==> src/hw/rtl/wvalu_pkg.sv <==
// Types, opcodes and shared arithmetic helpers for the width-aware integer ALU.
package wvalu_pkg;

  localparam int XLEN = 64;
  localparam int HALF = 32;

  typedef logic [XLEN-1:0] word_t;
  typedef logic [6:0]      width_t;
  typedef logic [4:0]      opcode_t;

  localparam width_t FULL_WIDTH = 7'd64;

  localparam opcode_t OP_ADD   = 5'd0;
  localparam opcode_t OP_SUB   = 5'd1;
  localparam opcode_t OP_MUL   = 5'd2;
  localparam opcode_t OP_DIV   = 5'd3;
  localparam opcode_t OP_MOD   = 5'd4;
  localparam opcode_t OP_POW   = 5'd5;
  localparam opcode_t OP_AND   = 5'd6;
  localparam opcode_t OP_OR    = 5'd7;
  localparam opcode_t OP_XOR   = 5'd8;
  localparam opcode_t OP_XNOR  = 5'd9;
  localparam opcode_t OP_SHL   = 5'd10;
  localparam opcode_t OP_LSHR  = 5'd11;
  localparam opcode_t OP_ASHR  = 5'd12;
  localparam opcode_t OP_LT    = 5'd13;
  localparam opcode_t OP_GT    = 5'd14;
  localparam opcode_t OP_LE    = 5'd15;
  localparam opcode_t OP_GE    = 5'd16;
  localparam opcode_t OP_EQ    = 5'd17;
  localparam opcode_t OP_NE    = 5'd18;
  localparam opcode_t OP_LAND  = 5'd19;
  localparam opcode_t OP_LOR   = 5'd20;
  localparam opcode_t OP_IMPL  = 5'd21;
  localparam opcode_t OP_EQUIV = 5'd22;
  localparam opcode_t OP_NEG   = 5'd23;
  localparam opcode_t OP_PLUS  = 5'd24;
  localparam opcode_t OP_NOT   = 5'd25;
  localparam opcode_t OP_LNOT  = 5'd26;

  // Operands after width and sign normalization.
  typedef struct packed {
    opcode_t op;
    word_t   lv;
    word_t   rv;
    word_t   amt;
    width_t  w;
    logic    s;
  } dec_t;

  // Partial products of a 64-bit low-half multiply.
  typedef struct packed {
    word_t             lo;
    logic [HALF-1:0]   c1;
    logic [HALF-1:0]   c2;
  } pp_t;

  typedef struct packed {
    logic    start;
    logic    ack;
    opcode_t op;
    logic    s;
  } iter_ctl_t;

  typedef struct packed {
    logic busy;
    logic done;
    logic err;
  } iter_sts_t;

  function automatic word_t mask_of(width_t w);
    return {XLEN{1'b1}} >> (FULL_WIDTH - w);
  endfunction

  function automatic word_t sext_of(word_t v, width_t w);
    word_t      m;
    logic [5:0] msb;
    m   = mask_of(w);
    msb = 6'(w - 7'd1);
    return v[msb] ? ((v & m) | ~m) : (v & m);
  endfunction

  function automatic pp_t mul_pp(word_t x, word_t y);
    pp_t   p;
    word_t h1;
    word_t h2;
    p.lo = x[HALF-1:0] * y[HALF-1:0];
    h1   = x[HALF-1:0] * y[XLEN-1:HALF];
    h2   = x[XLEN-1:HALF] * y[HALF-1:0];
    p.c1 = h1[HALF-1:0];
    p.c2 = h2[HALF-1:0];
    return p;
  endfunction

  function automatic word_t mul_sum(pp_t p);
    return p.lo + {p.c1 + p.c2, {HALF{1'b0}}};
  endfunction

endpackage

==> src/hw/rtl/wvalu_decode.sv <==
// Operand normalization: width clamp, result type, sign extension or truncation.
module wvalu_decode (
  input  wvalu_pkg::opcode_t op,
  input  wvalu_pkg::word_t   left_value,
  input  wvalu_pkg::width_t  left_width,
  input  logic               left_signed,
  input  wvalu_pkg::word_t   right_value,
  input  wvalu_pkg::width_t  right_width,
  input  logic               right_signed,
  input  wvalu_pkg::width_t  max_width,
  output wvalu_pkg::dec_t    dec
);

  wvalu_pkg::width_t lw;
  wvalu_pkg::width_t rw;
  logic              unary;

  always_comb begin
    lw = (left_width == '0 || left_width > max_width) ? max_width : left_width;
    rw = (right_width == '0 || right_width > max_width) ? max_width : right_width;
    unary = (op >= wvalu_pkg::OP_NEG) && (op <= wvalu_pkg::OP_LNOT);
    dec.op  = op;
    dec.w   = unary ? lw : ((lw > rw) ? lw : rw);
    dec.s   = unary ? left_signed : (left_signed & right_signed);
    dec.lv  = dec.s ? wvalu_pkg::sext_of(left_value, lw)
                    : (left_value & wvalu_pkg::mask_of(lw));
    dec.rv  = dec.s ? wvalu_pkg::sext_of(right_value, rw)
                    : (right_value & wvalu_pkg::mask_of(rw));
    // shift amount is always the right operand read as unsigned
    dec.amt = right_value & wvalu_pkg::mask_of(rw);
  end

endmodule

==> config.mk <==
export PLATFORM = sky130hd
export DESIGN_NAME = wvalu_decode
export DESIGN_NICKNAME = d
export VERILOG_FILES = /design/src/hw/rtl/wvalu_pkg.sv /design/src/hw/rtl/wvalu_decode.sv
export SDC_FILE = /design/constraint.sdc
export NUM_CORES = 1
export LEC_CHECK = 0
export BUFFER_PORTS_ARGS = -buffer_cell sky130_fd_sc_hd__buf_4
export CORE_AREA = 2 2 140 142
export DETAILED_ROUTE_END_ITERATION = 10
export DIE_AREA = 0 0 142 144
export PLACE_DENSITY = 0.64
export SYNTH_ARGS = -nofsm -noshare
export SYNTH_HDL_FRONTEND = slang
export SYNTH_SLANG_ARGS = --single-unit
export TNS_END_PERCENT = 30
==> constraint.sdc <==
create_clock -name vclk -period 20.1
set_input_delay 4.02 -clock vclk [all_inputs]
set_output_delay 4.02 -clock vclk [all_outputs]
set_load 0.05 [all_outputs]
==> results.ini <==
[worst_setup_path]
cp.required_ps = 16080
crit_start = max_width[2]
crit_path_cell_trace = buf_4 > inv_1 > ha_1 > a21oi_2 > a21oi_2 > o211ai_1 > and3_1 > nand2_4 > inv_2 > ha_1 > inv_1 > ha_1 > nand2b_1 > o32ai_1 > a31oi_1 > o21ai_0 > a211o_1 > a2111oi_0 > o21ai_1 > a311o_1 > o22ai_4 > buf_4 > mux2_2 > buf_4
end_kind = output pin
cp-start-kind = input port
cp.arrival_ps = 10650
path_class = in -> out
critPathSlowestCell = ha_1
slowest_delay_ps = 610
critical_path_peak_fanout = 62
cp-endpoint = dec[184]

[clock_network]
hold_buffers = 0
post_cts_buffers = 0
cts_resized = 0

[pwr]
p_switching_uw = 615.7
p_int_uw = 306.0
switching_share_pct = 66.80
p_per_area_nw_per_um2 = 103.2
p_clk_share_pct = 0
p_seq_share_pct = 0
p_comb_share_pct = 100.0
p_leak_uw = 0.004411
ir_drop_uv = 56.80
fin_total_pwr_uw = 921.7

[synth]
ys.warnings.count = 0
synth_top_cell_by_area = mux2_4
ys_seq_area_share_pct = 0
synth.avg_cell_area_um2 = 7.107
synth_top_area_share_pct = 13.91
syn_area_um2 = 6155
synth_cell_type_count = 83
synth_nets = 1049
ys_top_cells_by_count = nand2_1 (99), a21oi_1 (74), mux2_2 (69), o21ai_0 (62), nor2_1 (58)
synth_most_common_cell = nand2_1
synth_cells = 866
synth_area_leaders = mux2_4 (14%), mux2_2 (13%), nand2_1 (6.0%), a21oi_1 (6.0%), and2_1 (5.7%)

[place]
io_buffers = 361
gp_congestion = 0.9314
dp.cells = 1415
hpwl_um = 25510

[floorplan]
row_count = 51
die_w_um = 142
core_area_um2 = 19080
die_h_um = 144
num_io_pins = 361
die_area_um2 = 20450
start_util_pct = 32.26

[global_route]
grt_first_pass_wirelength_um = 45130
first_global_vias = 7718
grt_overflow_total = 0
antenna_found_initial = 0
grt_util_all_layers_pct = 28.02
grt_max_degree = 63

[timing]
drv_slew = 0
fin_crit_ps = 14670
finalSetupTns_ps = 0
rsz0062_at_grt = false
final_hold_viol_count = 0
timing.fmax_mhz = 68.15
tightestPinTransition_ps = 1067
timing.final.crit_share_pct = 73.00
hold_ws_ps = 8302
relSlewSlack_pct = 28.33
setup_viol = 0

[routing]
detail_route.vias_per_cell = 5.766
routed_wl_um = 31160
drt-initial-drc-count = 719
first_pass_iters = 5
vias = 8159
drc_errors = 0
drtAntennaViolNets = 0
post_drt_wl_per_cell_um = 22.02

[cells_and_area]
drive_gt1_share_pct = 45.45
area_delta_synth_final_pct = 45.09
design.seq.count = 0
fin_nets = 1362
seqCellArea_um2 = 0
fillers = 1996
final_cells = 1415
n_clock_buffer = 0
diodes = 0

[hold_path]
hp-class = in -> out

[outcome]
outcome = finished clean

[run]
cap_violations = 0

## metrics by stage
step           cell area, µm²  util [%]  setup slack (ps)
2_1_floorplan            6155         -              7470
3_3_place_gp             8930     46.80              5713
3_5_place_dp             8930     46.80              5562
4_1_cts                  8930     46.80              5532
5_1_grt                  8930     46.80              5025
6_report                 8930     46.80              5427
## cells by family (layout without fill, tap and decap cells)
logic type / after synthesis / in the layout / synth area share [%]
adders and majority gates: 29 / 29 / 5.855
and+or+nand+nor: 333 / 333 / 27.91
muxes: 141 / 141 / 29.60
AOI/OAI and AO/OA: 252 / 252 / 26.84
xor gates and xnor gates: 14 / 14 / 2.297
buffers and inverters: 97 / 408 / 7.502
## layout by cell type (no fill, tap or decap), drive strengths merged, types with 18 or more instances in the layout
cell and count:
a31oi 18, nand3 27, ha 27, o21ai 67
mux2 127, nand2 102, nor2 58, buf 374
a21oi 80, nor3 19, and2 57, inv 34
## worst max-delay path: cells and delay by family
family | cells | cell delay [ps]
muxes | 1 | 280
and+or+nand+nor | 3 | 1250
buffers and inverters | 6 | 1490
adders and majority gates | 3 | 1200
AOI/OAI and AO/OA | 11 | 2370
## power by group through the flow
stage	clock (µW)	combinational, µW	sequential, µW
after global routing	0	963	0
after global placement	0	915	0
after detailed placement	0	915	0
final	0	922	0
after floorplan	0	661	0
after CTS	0	918	0
## area by class of cell
class	instances	area (µm²)	share of cell area, %
timing repair buffer	374	2808	31.44
tap	238	297.8	3.335
multi-input combinational	769	5697	63.79
inverter	34	127.6	1.429
## worst min path at each step
stage | from | endpoint | slack [ps] | depth (start not counted)
6_report | op[4] | dec[204] | 8300 | 2
5_1_grt | op[4] | dec[204] | 8300 | 2
4_1_cts | op[4] | dec[204] | 8300 | 2
3_5_place_dp | op[4] | dec[204] | 8300 | 2
3_3_place_gp | op[4] | dec[204] | 8300 | 2
2_1_floorplan | op[0] | dec[200] | 8210 | 1
## metal layers
layer	vias to the layer above	GRT usage [%]	part of all wire, %
met2	479	50.57	49
met5	-	0	0
met4	0	11.53	4.5
li1	3820	-	-
met1	3780	33.52	38
met3	80	3.609	8.5
No activity file was read; power rests on OpenSTA's default activity.
